**config.mk**
```make
export PLATFORM = sky130hd
export DESIGN_NAME = mip_chain_byte_offset_top_flat
export DESIGN_NICKNAME = d
export VERILOG_FILES = /design/src/sv/mcbo_pkg.sv /design/src/sv/mcbo_if.sv /design/src/sv/mcbo_ctrl.sv /design/src/sv/mcbo_datapath.sv /design/src/sv/mip_chain_byte_offset_top.sv /design/src/flat_wrapper.sv
export SDC_FILE = /design/constraint.sdc
export NUM_CORES = 2
export LEC_CHECK = 0
export ABC_AREA = 0
export BUFFER_PORTS_ARGS = -buffer_cell sky130_fd_sc_hd__buf_2
export CORE_ASPECT_RATIO = 1.75
export CORE_UTILIZATION = 59
export DETAILED_ROUTE_END_ITERATION = 8
export PLACE_DENSITY = 0.8
export SLEW_MARGIN = 20
export SYNTH_ARGS = -nofsm -noshare
export SYNTH_HDL_FRONTEND = slang
export SYNTH_SLANG_ARGS = --single-unit
export TNS_END_PERCENT = 1
```
**constraint.sdc**
```tcl
create_clock -name clk -period 7.21 [get_ports clk]
set_input_delay 2.163 -clock clk [delete_from_list [all_inputs] [get_ports clk]]
set_output_delay 2.163 -clock clk [all_outputs]
set_load 0.01 [all_outputs]
```
**src/sv/mcbo_pkg.sv**
```systemverilog
`default_nettype none
package mcbo_pkg;

  // Field widths of one request and one result.
  localparam int BppW    = 4;
  localparam int DimW    = 15;
  localparam int DepthW  = 12;
  localparam int MipW    = 4;
  localparam int XyW     = 14;
  localparam int ZW      = 11;
  localparam int ResultW = 43;
  localparam int StrideW = 18;
  localparam int LevelW  = 5;

  // What one pass through the multiplier pipeline computes.
  localparam logic [1:0] KIND_LEVEL = 2'd0;  // whole size of one mip level
  localparam logic [1:0] KIND_SLICE = 2'd1;  // z times slice size
  localparam logic [1:0] KIND_ROW   = 2'd2;  // y times row stride
  localparam logic [1:0] KIND_TEXEL = 2'd3;  // x times pixel size

  typedef struct packed {
    logic              capture;
    logic              issue;
    logic [1:0]        kind;
    logic [LevelW-1:0] level;
    logic              load_out;
  } mcbo_cmd_t;

  typedef struct packed {
    logic pipe_empty;
    logic out_busy;
  } mcbo_sts_t;

  // Dimension of a mip level: the base shifted down, never below one.
  function automatic logic [DimW-1:0] mip_dim(input logic [DimW-1:0] base,
                                              input logic [LevelW-1:0] level);
    logic [DimW-1:0] d;
    d = base >> level;
    return (d == '0) ? DimW'(1) : d;
  endfunction

endpackage
`default_nettype wire

```
**src/sv/mcbo_if.sv**
```systemverilog
`default_nettype none
interface mcbo_req_if;
  logic        valid;
  logic        ready;
  logic        command;
  logic [3:0]  bytes_per_pixel;
  logic [14:0] base_width;
  logic [14:0] base_height;
  logic [11:0] base_depth;
  logic [3:0]  first_mip;
  logic [3:0]  mip_count;
  logic [13:0] texel_x;
  logic [13:0] texel_y;
  logic [10:0] texel_z;

  modport source (
    output valid, command, bytes_per_pixel, base_width, base_height, base_depth,
           first_mip, mip_count, texel_x, texel_y, texel_z,
    input  ready
  );
  modport sink (
    input  valid, command, bytes_per_pixel, base_width, base_height, base_depth,
           first_mip, mip_count, texel_x, texel_y, texel_z,
    output ready
  );
endinterface

interface mcbo_rsp_if;
  logic        valid;
  logic        ready;
  logic [42:0] byte_result;
  logic [17:0] row_stride;

  modport source (output valid, byte_result, row_stride, input ready);
  modport sink (input valid, byte_result, row_stride, output ready);
endinterface
`default_nettype wire

```
**src/sv/mcbo_ctrl.sv**
```systemverilog
`default_nettype none
module mcbo_ctrl import mcbo_pkg::*; #(
  parameter int MAX_LEVELS = 15
) (
  input  logic       clk,
  input  logic       rst,
  mcbo_req_if.sink   req,
  input  mcbo_sts_t  sts,
  output mcbo_cmd_t  cmd
);

  localparam logic [1:0] ST_IDLE   = 2'd0;
  localparam logic [1:0] ST_LEVELS = 2'd1;
  localparam logic [1:0] ST_TERMS  = 2'd2;
  localparam logic [1:0] ST_DRAIN  = 2'd3;

  localparam logic [LevelW-1:0] LvlLimit = LevelW'(MAX_LEVELS);
  localparam logic [LevelW-1:0] LastLvl  = LevelW'(MAX_LEVELS - 1);

  logic [1:0]        state, state_next;
  logic [LevelW-1:0] lvl, lvl_next;
  logic [MipW-1:0]   remaining, remaining_next;
  logic [1:0]        term, term_next;
  logic              is_offset, is_offset_next;

  logic              accept;
  logic [MipW-1:0]   count_sat;
  logic [MipW-1:0]   first_sat;

  assign req.ready = (state == ST_IDLE);
  assign accept    = req.valid && req.ready;

  assign count_sat = ({1'b0, req.mip_count} > LvlLimit) ? LvlLimit[MipW-1:0] : req.mip_count;
  assign first_sat = ({1'b0, req.first_mip} > LastLvl) ? LastLvl[MipW-1:0] : req.first_mip;

  always_comb begin
    state_next     = state;
    lvl_next       = lvl;
    remaining_next = remaining;
    term_next      = term;
    is_offset_next = is_offset;
    unique case (state)
      ST_IDLE: begin
        if (accept) begin
          is_offset_next = req.command;
          // Offsets sum every level below the addressed one, starting at zero.
          lvl_next       = req.command ? '0 : {1'b0, req.first_mip};
          remaining_next = req.command ? first_sat : count_sat;
          state_next     = ST_LEVELS;
        end
      end
      ST_LEVELS: begin
        if (remaining != '0) begin
          lvl_next       = lvl + LevelW'(1);
          remaining_next = remaining - MipW'(1);
        end else if (is_offset) begin
          term_next  = KIND_SLICE;
          state_next = ST_TERMS;
        end else begin
          state_next = ST_DRAIN;
        end
      end
      ST_TERMS: begin
        term_next = term + 2'd1;
        if (term == KIND_TEXEL) state_next = ST_DRAIN;
      end
      ST_DRAIN: begin
        if (sts.pipe_empty && !sts.out_busy) state_next = ST_IDLE;
      end
      default: state_next = ST_IDLE;
    endcase
  end

  always_ff @(posedge clk) begin
    if (rst) begin
      state <= ST_IDLE;
    end else begin
      state <= state_next;
    end
    lvl       <= lvl_next;
    remaining <= remaining_next;
    term      <= term_next;
    is_offset <= is_offset_next;
  end

  // During the offset terms lvl has come to rest on the addressed level.
  always_comb begin
    cmd.capture  = accept;
    cmd.issue    = ((state == ST_LEVELS) && (remaining != '0)) || (state == ST_TERMS);
    cmd.kind     = (state == ST_TERMS) ? term : KIND_LEVEL;
    cmd.level    = lvl;
    cmd.load_out = (state == ST_DRAIN) && sts.pipe_empty && !sts.out_busy;
  end

endmodule
`default_nettype wire

```
**src/sv/mcbo_datapath.sv**
```systemverilog
`default_nettype none
module mcbo_datapath import mcbo_pkg::*; (
  input  logic              clk,
  input  logic              rst,
  input  logic              command,
  input  logic [BppW-1:0]   bytes_per_pixel,
  input  logic [DimW-1:0]   base_width,
  input  logic [DimW-1:0]   base_height,
  input  logic [DepthW-1:0] base_depth,
  input  logic [XyW-1:0]    texel_x,
  input  logic [XyW-1:0]    texel_y,
  input  logic [ZW-1:0]     texel_z,
  mcbo_rsp_if.source        rsp,
  input  mcbo_cmd_t         cmd,
  output mcbo_sts_t         sts
);

  localparam int P1W = 2 * DimW;

  logic              is_offset;
  logic [BppW-1:0]   bpp;
  logic [DimW-1:0]   w, h;
  logic [DepthW-1:0] d;
  logic [XyW-1:0]    x, y;
  logic [ZW-1:0]     z;

  logic [DimW-1:0]   mw, mh, md;
  logic [DimW-1:0]   op_a, op_b;
  logic [XyW-1:0]    op_c;

  logic              s1_valid, s2_valid, s3_valid;
  logic [P1W-1:0]    s1_p;
  logic [XyW-1:0]    s1_c;
  logic [ResultW-1:0] s2_p, s3_p;
  logic [P1W+XyW-1:0] p2_full;
  logic [ResultW+BppW-1:0] p3_full;
  logic [ResultW-1:0] acc;
  logic [DimW+BppW-1:0] stride_full;

  logic              out_valid;
  logic [ResultW-1:0] out_result;
  logic [StrideW-1:0] out_stride;

  always_ff @(posedge clk) begin
    if (cmd.capture) begin
      is_offset <= command;
      bpp       <= bytes_per_pixel;
      w         <= base_width;
      h         <= base_height;
      d         <= base_depth;
      x         <= texel_x;
      y         <= texel_y;
      z         <= texel_z;
    end
  end

  assign mw = mip_dim(w, cmd.level);
  assign mh = mip_dim(h, cmd.level);
  assign md = mip_dim({{(DimW-DepthW){1'b0}}, d}, cmd.level);

  // Every term has the form a * b * c * bytes_per_pixel.
  always_comb begin
    case (cmd.kind)
      KIND_LEVEL: begin
        op_a = mw;
        op_b = mh;
        op_c = md[XyW-1:0];
      end
      KIND_SLICE: begin
        op_a = mw;
        op_b = mh;
        op_c = {{(XyW-ZW){1'b0}}, z};
      end
      KIND_ROW: begin
        op_a = mw;
        op_b = DimW'(1);
        op_c = y;
      end
      default: begin
        op_a = DimW'(1);
        op_b = DimW'(1);
        op_c = x;
      end
    endcase
  end

  assign p2_full     = s1_p * s1_c;
  assign p3_full     = s2_p * bpp;
  assign stride_full = mw * bpp;

  always_ff @(posedge clk) begin
    s1_p <= P1W'(op_a) * P1W'(op_b);
    s1_c <= op_c;
    s2_p <= p2_full[ResultW-1:0];
    s3_p <= p3_full[ResultW-1:0];
    if (cmd.capture) begin
      acc <= '0;
    end else if (s3_valid) begin
      acc <= acc + s3_p;
    end
    if (cmd.load_out) begin
      out_result <= acc;
      out_stride <= is_offset ? stride_full[StrideW-1:0] : '0;
    end
  end

  always_ff @(posedge clk) begin
    if (rst) begin
      s1_valid  <= 1'b0;
      s2_valid  <= 1'b0;
      s3_valid  <= 1'b0;
      out_valid <= 1'b0;
    end else begin
      s1_valid <= cmd.issue;
      s2_valid <= s1_valid;
      s3_valid <= s2_valid;
      if (cmd.load_out) begin
        out_valid <= 1'b1;
      end else if (rsp.ready) begin
        out_valid <= 1'b0;
      end
    end
  end

  assign sts.pipe_empty = !s1_valid && !s2_valid && !s3_valid;
  assign sts.out_busy   = out_valid && !rsp.ready;

  assign rsp.valid       = out_valid;
  assign rsp.byte_result = out_result;
  assign rsp.row_stride  = out_stride;

endmodule
`default_nettype wire

```
**src/sv/mip_chain_byte_offset_top.sv**
```systemverilog
// Command 1 saturates first_mip to MAX_LEVELS - 1.
// Throughput: one request at a time; one level enters the three-stage multiplier
// pipeline per cycle, and the next request beat comes at the earliest when the result
// is first presented, which may be before the result beat is taken.
// Reset clears the controller state and all valid flags; no request is pending after it.
`default_nettype none
module mip_chain_byte_offset_top import mcbo_pkg::*; #(
  parameter int MAX_LEVELS = 15
) (
  input  logic       clk,
  input  logic       rst,
  mcbo_req_if.sink   req,
  mcbo_rsp_if.source rsp
);

  mcbo_cmd_t ctl_cmd;
  mcbo_sts_t dp_sts;

  mcbo_ctrl #(
    .MAX_LEVELS(MAX_LEVELS)
  ) u_ctrl (
    .clk(clk),
    .rst(rst),
    .req(req),
    .sts(dp_sts),
    .cmd(ctl_cmd)
  );

  mcbo_datapath u_datapath (
    .clk(clk),
    .rst(rst),
    .command(req.command),
    .bytes_per_pixel(req.bytes_per_pixel),
    .base_width(req.base_width),
    .base_height(req.base_height),
    .base_depth(req.base_depth),
    .texel_x(req.texel_x),
    .texel_y(req.texel_y),
    .texel_z(req.texel_z),
    .rsp(rsp),
    .cmd(ctl_cmd),
    .sts(dp_sts)
  );

  // A result is loaded only once every term has reached the accumulator.
  a_load_after_drain: assert property (@(posedge clk) disable iff (rst)
    ctl_cmd.load_out |-> dp_sts.pipe_empty && !dp_sts.out_busy)
    else $error("result loaded with terms still in flight");

  // No new request is taken while terms are still being issued.
  a_no_accept_while_busy: assert property (@(posedge clk) disable iff (rst)
    ctl_cmd.issue |-> !req.ready)
    else $error("request accepted while issuing terms");

  // In the cycle after a capture the block is busy: it takes no request and loads no result.
  a_capture_then_busy: assert property (@(posedge clk) disable iff (rst)
    ctl_cmd.capture |=> !req.ready && !ctl_cmd.load_out)
    else $error("request beat not followed by processing");

endmodule
`default_nettype wire

```
**src/flat_wrapper.sv**
```systemverilog
// flat-port wrapper written by rule: the top's interface ports become plain ports
module mip_chain_byte_offset_top_flat import mcbo_pkg::*;
#(
  parameter int MAX_LEVELS = 15
)
  (clk, rst, req_valid, req_command, req_bytes_per_pixel, req_base_width, req_base_height, req_base_depth, req_first_mip, req_mip_count, req_texel_x, req_texel_y, req_texel_z, req_ready, rsp_valid, rsp_byte_result, rsp_row_stride, rsp_ready);
  mcbo_req_if req_i ();
  mcbo_rsp_if rsp_i ();
  input  logic clk;
  input  logic rst;
  input wire logic [$bits(req_i.valid)-1:0] req_valid;
  input wire logic [$bits(req_i.command)-1:0] req_command;
  input wire logic [$bits(req_i.bytes_per_pixel)-1:0] req_bytes_per_pixel;
  input wire logic [$bits(req_i.base_width)-1:0] req_base_width;
  input wire logic [$bits(req_i.base_height)-1:0] req_base_height;
  input wire logic [$bits(req_i.base_depth)-1:0] req_base_depth;
  input wire logic [$bits(req_i.first_mip)-1:0] req_first_mip;
  input wire logic [$bits(req_i.mip_count)-1:0] req_mip_count;
  input wire logic [$bits(req_i.texel_x)-1:0] req_texel_x;
  input wire logic [$bits(req_i.texel_y)-1:0] req_texel_y;
  input wire logic [$bits(req_i.texel_z)-1:0] req_texel_z;
  output wire logic [$bits(req_i.ready)-1:0] req_ready;
  output wire logic [$bits(rsp_i.valid)-1:0] rsp_valid;
  output wire logic [$bits(rsp_i.byte_result)-1:0] rsp_byte_result;
  output wire logic [$bits(rsp_i.row_stride)-1:0] rsp_row_stride;
  input wire logic [$bits(rsp_i.ready)-1:0] rsp_ready;
  assign req_i.valid = req_valid;
  assign req_i.command = req_command;
  assign req_i.bytes_per_pixel = req_bytes_per_pixel;
  assign req_i.base_width = req_base_width;
  assign req_i.base_height = req_base_height;
  assign req_i.base_depth = req_base_depth;
  assign req_i.first_mip = req_first_mip;
  assign req_i.mip_count = req_mip_count;
  assign req_i.texel_x = req_texel_x;
  assign req_i.texel_y = req_texel_y;
  assign req_i.texel_z = req_texel_z;
  assign req_ready = req_i.ready;
  assign rsp_valid = rsp_i.valid;
  assign rsp_byte_result = rsp_i.byte_result;
  assign rsp_row_stride = rsp_i.row_stride;
  assign rsp_i.ready = rsp_ready;
  mip_chain_byte_offset_top #(.MAX_LEVELS(MAX_LEVELS)) u_core (.clk(clk), .rst(rst), .req(req_i), .rsp(rsp_i));
endmodule
```
Word-level counts from Yosys, hierarchy flattened:

Index checks and enable logic that the tools add are counted.

* ROM bits: 0
* bits in latches: 0
* memories kept: 0
* input port bits: 98
* register bits: 338
* memory bits (writable): 0
* logic and storage cells: 104

* multiply operators: 4
* $add $sub $neg: 4
* div/mod/pow operators: 0
* shift operators: 3
* magnitude comparators: 1
* reductions and logical operators: 29
* bitwise logic cells: 0
* equal/unequal tests: 12
* mux-type cells: 27

Operators with widths (number)
* 2-to-1 mux 15 bit: 4
* logical NOT 15 bit: 3
* adder 43 bit: 1
* multiplier 30 x 14 -> 43 bit: 1
* multiplier 43 x 4 -> 43 bit: 1
* case mux 14 bit (3 select lines): 1
* multiplier 15 x 15 -> 30 bit: 1
* >> shifter 15 x 5 -> 15 bit: 2
* 2-to-1 mux 4 bit: 5
* multiplier 15 x 4 -> 18 bit: 1
* >> shifter 12 x 5 -> 15 bit: 1
* 2-to-1 mux 14 bit: 1
* 2-to-1 mux 2 bit: 7
* 2-to-1 mux 5 bit: 2
* inequality test 2 bit (second input constant): 5
* case mux 5 bit (2 select lines): 1
* == test 2 bit (second input constant): 4
* logical AND 1 bit: 8
* case mux 2 bit (4 select lines): 1
* case mux 4 bit (2 select lines): 1
* AND reduction 3 bit: 2
* nonzero test 2 bit: 3
* adder 5 x 1 -> 5 bit (second input constant): 1
* logical NOT 1 bit: 5
* other kinds (14): 18

Logic depth before layout (Yosys ltp):

* depth after elaboration: 6
* gate-level depth with buffers: 38
* gate-level depth less buffers: 32

By module:

Synthesis repeated with hierarchy kept, for this count alone.

* cell total of the unflattened synthesis: 4377
* area, all modules: 41184.5 um^2

By module, submodules not included
* mcbo_datapath: cells each 4288, area each 40268.6 um^2, instances 1
* mcbo_ctrl: cells each 89, area each 915.9 um^2, instances 1

Worst setup path before layout:

Ideal clock, no wire load.

* path kind: flip-flop to flip-flop
* from: register u_core.u_ctrl.lvl[0]
* to: register u_core.u_datapath.s1_p[29]
* period minus slack after synthesis: 7.841 ns
* path slack: -0.631 ns
* cell stages (with the launch flop): 35
* arrival: 7.714 ns
* path buffers: 5
* cells stage by stage: edfxtp_1 buf_4 inv_1 buf_4 buf_2 nor2_1 a21oi_1 o32ai_1 a211oi_1 nor3_1 a31oi_1 nand2_1 buf_2 nor2_1 buf_2 nand2_1 fa_1 fa_1 fa_1 inv_1 fa_1 fa_1 inv_1 fa_1 inv_1 ha_1 and4_1 nand3_1 o32ai_1 o41ai_1 o21a_1 o21ai_0 nand2_1 a221oi_1 xnor2_1

* cells in the longest elaborated chain, start to end: 5
* elaborated cells between the ends (all ways): 9
* those cells by class: mul: 1; shift: 2; mux: 4; reduce/logical: 2

Ends and longest elaborated chain
* start: declaration: RTL line mcbo_ctrl.sv:21 `logic [LevelW-1:0] lvl, lvl_next;`
* start signal: assignment: RTL line mcbo_ctrl.sv:80 `lvl <= lvl_next;`
* >> shifter 15 x 5 -> 15 bit: RTL line mcbo_pkg.sv:38 `d = base >> level;`
* logical NOT 15 bit: RTL line mcbo_pkg.sv:39 `return (d == '0) ? DimW'(1) : d;`
* 2-to-1 mux 15 bit: RTL line mcbo_pkg.sv:39
* 2-to-1 mux 15 bit: RTL line mcbo_datapath.sv:63 `case (cmd.kind)`
* multiplier 15 x 15 -> 30 bit (*): RTL line mcbo_datapath.sv:92 `s1_p <= P1W'(op_a) * P1W'(op_b);`
* end signal: assignment: RTL line mcbo_datapath.sv:92
* end: declaration: RTL line mcbo_datapath.sv:32 `logic [P1W-1:0] s1_p;`

Every way passes the cells marked *; elsewhere a longest branch is shown, timed or not.
A chain may end at the register's enable or synchronous reset.

Worst setup path in the final report:

* from: register u_core.u_ctrl.lvl[1]
* to: register u_core.u_datapath.s1_p[28]

Same word-level chain as after synthesis.

==> impl_metrics.toml <==
[timing]
maxSlewHeadroom = 0.307
layout_min_cycle_time_ns = 7.69
max_freq_ghz = 0.130
hold_violations = 0
fin_ws_ns = -0.483
worstMarginPinSlew_ns = 1.04
slew_viol_final = 0
fin_setup_tns_ns = -3.19
setup_viol = 12
fin_worst_skew_ns = 0.0315
fin_crit_sh = 1.07
rsz0062_at_grt = "true"
hold_ws_ns = 0.461

[pwr]
leakage_nw = 21.9
power_mw = 22.4
p_per_area_mw_per_mm2 = 494
ir_worst_vdd_uv = 422

[synth]
seq_area_frac_synth = 0.205
syn-instance-count = 4366
synth_area_sq_mm = 0.0405
ys_async_sr_fraction = 0
syn-num-nets = 5380
synth-main-ff-cell = "dfxtp_1"
ys_types = 83
yosysWarnings = 0
ys_ff_latch = 337
synth_edf_count = 158
synth_area_per_cell_sq_um = 9.29

[min_path]
hold_start = "u_core.u_datapath.s2_valid"
min_path_cells = 1
hold_path_end = "u_core.u_datapath.s3_valid"
hp-class = "reg2reg"

[critical_path]
slowest_delay_ns = 0.56
cp_max_fo = 10
rrSetupSlack_ns = -0.48
reg2regPathDepth = 36
timing.rr.start = "u_core.u_ctrl.lvl[1]"
timing.rr.end = "u_core.u_datapath.s1_p[28]"
setup.worst_path.start_class = "flip-flop"
cp.arrival_ns = 8.20
end_kind = "flip-flop"
required_ns = 7.72
crit_slowest_cell = "fa_1"
crit_type = "reg2reg"

[detailed_routing]
wl_um = 108000
drc = 0
vias = 32000
drtAntennaViolNets = 0
routedWlPerCell_um = 19.4
routed_via_density = 5.73
drtIter0Drc = 1697
detail_route.first_pass.iterations = 6

[cts]
htreeDepth = 2
cts.sink_count = 337
cts_buffers = 35
clk_pin_slew_ns = 0.07
clockBufferDepth = 3
root_buffer = "clkbuf_16"
hold_buffers = 0
cts_tree = "yes"
worstSkewPairLatency_ns = 0.58

[die]
core_area_sq_mm = 0.0676
pin_count = 161
dieWidth_um = 200
rows = 126
start_util = 0.599
die_area_sq_mm = 0.0698
die_h_um = 349

[run]
drv_cap = 0

[grt]
track_usage = 0.317
grt_pass1_vias = 34700
antenna_found_initial = 6
grt_pass1_wl_um = 173000
grt_remaining_overflow = 0
grt_max_degree = 55

[layout]
fin_area_sq_mm = 0.0454
nets = 5667
drive_gt1_frac = 0.131
area_delta_synth_final_pct = 12.1

[placement]
dpl_cell_area_sq_mm = 0.0441
post-dp-hpwl_um = 89100
pre_cts_slack_ns = -0.653
gp_congestion = 1.04
io_buffers = 160

[run_status]
outcome = "finished, violations left"
violations = "negative setup slack"
==> report_power, final <==
part	internal, mW	switching [mW]
Clock	1.08	0.815
Combinational	7.44	9.83
Sequential	2.71	0.576
==> through the flow <==
| step | instances | util |
|---|---|---|
| after floorplan | 4366 | - |
| after global placement | 5511 | 0.652 |
| after detailed placement | 5511 | 0.652 |
| after CTS | 5574 | 0.671 |
| after global routing | 5579 | 0.672 |
| final | 5579 | 0.672 |
==> metal layers <==
| metal | vias to the layer above | part of all wire | GRT usage |
|---|---|---|---|
| met1 | 15800 | 0.33 | 0.304 |
| met2 | 1160 | 0.53 | 0.600 |
| met5 | - | 0 | 0 |
| li1 | 14600 | - | - |
| met4 | 0 | 0.092 | 0.262 |
| met3 | 457 | 0.047 | 0.0385 |
==> how the worst max path moves through the flow <==
stage | from | to | slack, ns
after floorplan | u_core.u_ctrl.lvl[1] | u_core.u_datapath.s1_p[29] | -0.13
final | u_core.u_ctrl.lvl[1] | u_core.u_datapath.s1_p[28] | -0.48
after global routing | u_core.u_ctrl.lvl[1] | u_core.u_datapath.s1_p[29] | -0.87
after CTS | u_core.u_ctrl.lvl[1] | u_core.u_datapath.s1_p[29] | -0.52
after detailed placement | u_core.u_ctrl.lvl[1] | u_core.u_datapath.s1_p[28] | -0.65
after global placement | u_core.u_ctrl.lvl[1] | u_core.u_datapath.s1_p[29] | -0.50
==> worst max-delay path, delay by kind of cell, from the launching register on <==
kind,cells,cell delay [ns]
fa+ha+maj,7,3.09
compound gates,9,1.55
buf+inv,9,1.12
simple gates,8,0.79
mux,2,0.47
flops,1,0.43
xor+xnor,1,0.15
==> sequential cells by signal, indices dropped and copies added (netlist names), 2 cells and up <==
signal,cells
u_core.u_datapath.rsp.byte_result,43
u_core.u_datapath.y,14
u_core.u_datapath.h,15
u_core.u_datapath.s1_c,14
u_core.u_ctrl.remaining,4
u_core.u_datapath.z,11
u_core.u_ctrl.lvl,5
u_core.u_datapath.rsp.row_stride,18
u_core.u_datapath.s3_p,43
u_core.u_datapath.d,12
u_core.u_datapath.w,15
u_core.u_datapath.s2_p,43
u_core.u_datapath.acc,43
u_core.u_ctrl.state,2
u_core.u_datapath.s1_p,30
u_core.u_datapath.x,14
u_core.u_datapath.bpp,4
u_core.u_ctrl.term,2
==> cells in the final DEF, fill, tap and decap left out, types with 57 or more instances in the layout <==
| cell type | n |
|---|---|
| edfxtp_1 | 158 |
| buf_2 | 160 |
| mux2i_1 | 77 |
| and2_1 | 293 |
| xor2_1 | 57 |
| nor2_1 | 273 |
| fa_1 | 602 |
| ha_1 | 306 |
| inv_1 | 620 |
| dfxtp_1 | 178 |
| a21oi_1 | 172 |
| a21o_1 | 89 |
| buf_4 | 286 |
| xnor2_1 | 110 |
| nand2_1 | 623 |
| o21ai_0 | 101 |
==> Yosys cell counts (6+ instances only) <==
cell        n  share of area
buf_2       8        0.00099
a21oi_1   179          0.022
dfxtp_1   179          0.088
mux4_2      7         0.0039
o21ai_0   103          0.013
nand4_1    25         0.0039
nor4_1      6        0.00093
edfxtp_1  158           0.12
o31ai_1     7         0.0013
nor2b_1    29         0.0045
nand2_1   626          0.058
a221oi_1    6         0.0013
o21bai_1   28         0.0052
nor2_1    277          0.026
or2_2       7         0.0011
xor2_1     57          0.012
mux2i_1    82          0.020
a311oi_1    6         0.0013
buf_1      13         0.0012
o22ai_1     7         0.0011
a31oi_1    19         0.0029
or3_1       8         0.0012
clkbuf_1  177          0.016
xnor2_1   110          0.024
nand2b_1   26         0.0040
a211o_1     9         0.0019
inv_1     623          0.058
a22o_1      9         0.0019
and3_1     24         0.0037
o21a_1     19         0.0035
ha_1      311          0.096
and2_1    294          0.045
o211ai_1   11         0.0020
nor3_1     28         0.0035
nand3_1    48         0.0059
fa_1      605           0.30
mux2_2     16         0.0044
a21o_1     89          0.016
a211oi_1   26         0.0048
==> cell type report <==
| type | count | area, sq um |
|---|---|---|
| clock buffers | 43 | 927 |
| fillers | 5320 | 22200 |
| diodes | 4 | 10.0 |
| clock inverters | 20 | 255 |
| flip-flops and latches | 337 | 8330 |
| inverters | 624 | 2340 |
| multi-input cells | 3199 | 29300 |
| well taps | 896 | 1120 |
| repair buffers | 456 | 3120 |
==> repair_timing <==
item	in CTS	in global routing
endpoints found under the setup margin	15	20
gates resized for setup	23	13
setup buffers	0	1
pin swaps	5	12
==> kinds of logic (layout without fill, tap and decap cells) <==
kind of cell	Yosys count	in the layout	share of synthesized area
AOI/OAI and AO/OA	582	582	0.0928
and+or+nand+nor	1427	1427	0.163
xor gates and xnor gates	167	167	0.0361
DFF	337	337	0.205
other	0	4	0
buffers and inverters	830	1143	0.0782
adders and majority gates	916	916	0.395
muxes	107	107	0.0293
Note: power is estimated with default switching activity, not from simulation.
